<file path="src/hw/rtl/sia_pkg.sv">
package sia_pkg;

    // Table geometry and handle width.
    localparam int SLOTS        = 256;
    localparam int HANDLE_WIDTH = 16;

    // Fixed widths of the port fields.
    localparam int IDX_W  = 8;
    localparam int HIN_W  = 16;
    localparam int KIND_W = 3;

    // Slot address and length widths; the length can hold SLOTS itself.
    localparam int SLOT_W = (SLOTS > 1) ? $clog2(SLOTS) : 1;
    localparam int LEN_W  = $clog2(SLOTS + 1);
    localparam int CMP_W  = ((LEN_W > IDX_W) ? LEN_W : IDX_W) + 1;

    // Two-level priority search: groups of GRP bits.
    localparam int GRP   = 16;
    localparam int LW    = $clog2(GRP);
    localparam int NGRP  = (SLOTS + GRP - 1) / GRP;
    localparam int GW    = (NGRP > 1) ? $clog2(NGRP) : 1;
    localparam int PK_W  = GW + LW;
    localparam int PAD_N = NGRP * GRP;

    typedef enum logic [KIND_W-1:0] {
        K_ALLOC_LOW = 3'd0,
        K_ALLOC_AT  = 3'd1,
        K_DELETE    = 3'd2,
        K_EXISTS    = 3'd3,
        K_CLEAR     = 3'd4
    } t_kind;

    typedef enum logic [1:0] {
        ST_OK        = 2'd0,
        ST_OVERWRITE = 2'd1,
        ST_NOT_FOUND = 2'd2,
        ST_FULL      = 2'd3
    } t_status;

    typedef enum logic [2:0] {
        S_IDLE,
        S_READ,
        S_GROUP,
        S_PICK,
        S_FIN
    } t_state;

    typedef struct packed {
        logic latch;
        logic rd;
        logic grp;
        logic pick;
        logic fin;
    } t_cmd;

    typedef struct packed {
        t_kind kind;
    } t_stat;

endpackage

</file>
<file path="src/hw/rtl/sia_ctrl.sv">
module sia_ctrl (
    input  logic                      i_clk,
    input  logic                      i_rst_n,
    input  logic                      start,
    input  logic [sia_pkg::KIND_W-1:0] i_kind,
    input  sia_pkg::t_stat            i_stat,
    output sia_pkg::t_cmd             o_cmd,
    output logic                      busy
);
    import sia_pkg::*;

    t_state r_state;
    t_state n_state;

    always_ff @(posedge i_clk) begin
        if (!i_rst_n) begin
            r_state <= S_IDLE;
        end else begin
            r_state <= n_state;
        end
    end

    always_comb begin
        n_state = r_state;
        case (r_state)
            S_IDLE: begin
                if (start) begin
                    case (t_kind'(i_kind))
                        K_ALLOC_LOW: n_state = S_GROUP;
                        K_ALLOC_AT:  n_state = S_READ;
                        K_DELETE:    n_state = S_READ;
                        default:     n_state = S_FIN;
                    endcase
                end
            end
            S_READ: begin
                // A delete goes on to find the new highest occupied slot.
                n_state = (i_stat.kind == K_DELETE) ? S_GROUP : S_FIN;
            end
            S_GROUP: n_state = S_PICK;
            S_PICK:  n_state = S_FIN;
            S_FIN:   n_state = S_IDLE;
            default: n_state = S_IDLE;
        endcase
    end

    always_comb begin
        o_cmd       = '0;
        busy        = 1'b1;
        case (r_state)
            S_IDLE: begin
                busy        = 1'b0;
                o_cmd.latch = start;
            end
            S_READ:  o_cmd.rd   = 1'b1;
            S_GROUP: o_cmd.grp  = 1'b1;
            S_PICK:  o_cmd.pick = 1'b1;
            S_FIN:   o_cmd.fin  = 1'b1;
            default: busy = 1'b1;
        endcase
    end

endmodule

</file>
<file path="config.mk">
export PLATFORM = sky130hd
export DESIGN_NAME = sia_ctrl
export DESIGN_NICKNAME = d
export VERILOG_FILES = /design/src/hw/rtl/sia_pkg.sv /design/src/hw/rtl/sia_ctrl.sv
export SDC_FILE = /design/constraint.sdc
export NUM_CORES = 1
export LEC_CHECK = 0
export BUFFER_PORTS_ARGS = -buffer_cell sky130_fd_sc_hd__buf_2
export CORE_AREA = 4 4 41 43
export CTS_BUF_LIST = sky130_fd_sc_hd__clkbuf_4
export CTS_CLUSTER_SIZE = 24
export DETAILED_ROUTE_END_ITERATION = 10
export DIE_AREA = 0 0 45 47
export PLACE_DENSITY = 0.47
export SYNTH_ARGS = -nofsm -noshare
export SYNTH_HDL_FRONTEND = slang
export SYNTH_SLANG_ARGS = --single-unit
</file>
<file path="constraint.sdc">
create_clock -name i_clk -period 1.6 [get_ports i_clk]
set_input_delay 0.16 -clock i_clk [delete_from_list [all_inputs] [get_ports i_clk]]
set_output_delay 0.16 -clock i_clk [all_outputs]
set_load 0.01 [all_outputs]
</file>
==> metrics.md <==
| Metric | Value |
|---|---|
| # placed instances | `54` |
| Final setup viols | `0` |
| GR peak layer | `met4` |
| DRC viols | `0` |
| DP HPWL | `466 um` |
| Rows | `13` |
| Clk slew on worst S/H paths | `40 ps` |
| Post-Route WL | `567 um` |
| Grt met3 use | `1.15%` |
| Power per cell area | `917 nW/um^2` |
| CP delay by family, top | `simple AND/OR/NAND/NOR gates` |
| Setup Fix Bufs, Post-CTS | `0` |
| P_leak | `0.165 nW` |
| Synth Net Count | `33` |
| DR iter-0 viols | `6` |
| CTS HTree Levels | `1` |
| Largest register FFs | `3` |
| Vertical die dimension | `47 um` |
| Final Wtd Congestion | `0.672` |
| CP max-delay cell | `or3_1` |
| CTS tree | `done` |
| Hold Buf Count CTS | `0` |
| Tmin final | `1390 ps` |
| Layout cells sized above 1 | `53.5%` |
| Ant. Diodes | `0` |
| Distinct cell type count after synthesis | `17` |
| Via density | `4.45` |
| Critical path class | `flop to output port` |
| Via count of the first global-routing pass | `251` |
| Reg2reg setup slack | `210 ps` |
| CP Buf/Inv Count | `1` |
| GRT Overall Usage | `6.55%` |
| Core area | `1300 sq um` |
| Wire length of the first global-routing pass | `945 um` |
| Worst slew margin | `69.1%` |
| Largest reg by FF count | `r_state` |
| Nets | `53` |
| Worst EP required | `1440 ps` |
| Reg-to-Reg Start | `r_state[2]` |
| RSZ-0062 raised after global routing | `false` |
| Final hold viol count | `0` |
| Max Slew Vio Count | `0` |
| Starting Density | `15.2%` |
| F_max | `718 MHz` |
| Mapped Cells | `24` |
| Worst slew pin tran | `457 ps` |
| R2r endpoint | `r_state[1]` |
| Root Buffer | `clkbuf_4` |
| Largest net degree at the start of global routing | `8` |
| Commonest non-fill, non-tap cell in the layout | `buf_2` |
| Antenna violations before repair | `0` |
| Max incr delay on CP | `430 ps` |
| Worst reg2reg path depth | `3` |
| Hold Crit Class | `primary input to flop` |
| Sink count of the clock tree | `3` |
| M2 GR Usage | `8.47%` |
| Outcome | `complete, no violations` |
| Avg Inst Size Synth | `8.24 sq um` |
| Top post-synthesis cells by area | `dfxtp_1 (30%), nor2_1 (5.7%), o221a_2 (5.7%)` |
| Ys Warns | `0` |
| DR vias | `258` |
| Leading area contributor after synthesis | `dfxtp_1` |
| Max cap viols | `0` |
| Netlist Area Pre-Place | `198 sq um` |
| Tcrit/Tclk final | `87.0%` |
| CP Capture Type | `output port` |
| CP Max Fanout | `6` |
| Drt wl/cell | `9.78 um` |
| Peak VDD IR | `254 uV` |
| Die width | `45 um` |
| Sequential-to-total area share from yosys stat | `30.4%` |
| Grt met1 use | `7.92%` |
| GRT overflow | `0` |
| Crit path launch | `r_state[2]` |
| Crit-path cells | `or3_1 -> nor2_1 -> buf_2` |
| IO buf count | `14` |
| Levels on crit path | `3` |
| Power Total | `0.299 mW` |
| Arr. time, crit path | `1230 ps` |
| First-pass DRT Iterations | `4` |
| Final cell count without fillers | `58` |
| CP endpoint | `o_cmd[4]` |
| Full die area | `2120 sq um` |
| Later-pin clock latency in the skew report | `230 ps` |
| Clock skew | `0.563 ps` |
| Max Root-Sink Buffers | `2` |
| Largest registers | `r_state (3)` |
| Post-CTS resize count | `0` |
| Startpoint types | `flop` |
| IO Count | `15` |
| #FFs+latches synth | `3` |
| Routed Antenna Nets | `0` |
| Total negative slack | `0 ps` |
| Share of the synthesized area in the top cell type | `30.4%` |
| CTS buffer count | `3` |
| Most frequent cells in the layout | `buf_2 (14), clkbuf_4 (4), nor2_1 (3), dfxtp_1 (3)` |
| Layout Area Growth over Synthesis | `65.2%` |
| Final design utilization | `25.1%` |
==> cells by family after synthesis <==
| kind of cell | Yosys count | share of synthesized area (%) |
|---|---|---|
| muxes | 1 | 5.06 |
| AOI/OAI and AO/OA | 5 | 20.3 |
| buffers and inverters | 3 | 6.33 |
| DFF | 3 | 30.4 |
| xor gates and xnor gates | 1 | 4.43 |
| and+or+nand+nor | 11 | 33.6 |
==> how the worst min path moves through the flow <==
| stage | slack, ps | to | cells past startpoint | from |
|---|---|---|---|---|
| detailed placement | 440 | r_state[0] | 2 | i_rst_n |
| global placement | 440 | r_state[0] | 2 | i_rst_n |
| CTS | 190 | r_state[0] | 2 | i_rst_n |
| finish | 200 | r_state[0] | 2 | i_rst_n |
| floorplan | 310 | r_state[0] | 1 | i_rst_n |
| global route | 200 | r_state[0] | 2 | i_rst_n |
==> synth_stat cells <==
cell      n
and3_2    1
clkbuf_2  1
nor3_1    2
inv_1     2
dfxtp_1   3
nor4b_1   1
or4_1     1
o221a_2   1
xnor2_1   1
or3_1     1
mux2i_1   1
a21oi_1   2
o22a_2    1
nor3b_1   1
or2b_1    1
o311ai_0  1
nor2_1    3
==> report_power, final <==
| group | switching [mW] | leakage, nW | internal, mW |
|---|---|---|---|
| Combinational | 0.0337 | 0.122 | 0.0331 |
| Clock | 0.0399 | 0.0184 | 0.110 |
| Sequential | 0.00269 | 0.0245 | 0.0797 |
==> layer usage <==
metal  vias up  part of all wire, %  routed length (um)
met1       115                   42                 240
met4         0                    0                   0
met5         -                    0                   0
li1        128                    -                   -
met3         0                   13                  72
met2        15                   45                 254
==> metrics by stage <==
stage	hold WS, ps	setup slack (ps)	instance area (sq um)
6_report	198	208	327
5_1_grt	197	130	327
4_1_cts	190	186	327
3_5_place_dp	439	223	297
3_3_place_gp	443	249	297
2_1_floorplan	307	176	198
==> worst reg2reg max path, cell delays in order, from the launching register on <==
cell	delay (ps)
dfxtp_1	320
or3_1	430
or4_1	430
a21oi_1	130
==> layout make-up <==
cell class / instances / area (sq um)
Inverter: 2 / 7.51
Timing Repair Buffer: 16 / 85.1
Fill cell: 148 / 975
Tap cell: 15 / 18.8
Sequential cell: 3 / 60.1
Clock buffer: 4 / 30.0
Multi-Input combinational cell: 18 / 125
(Power assumes the default switching activity.)
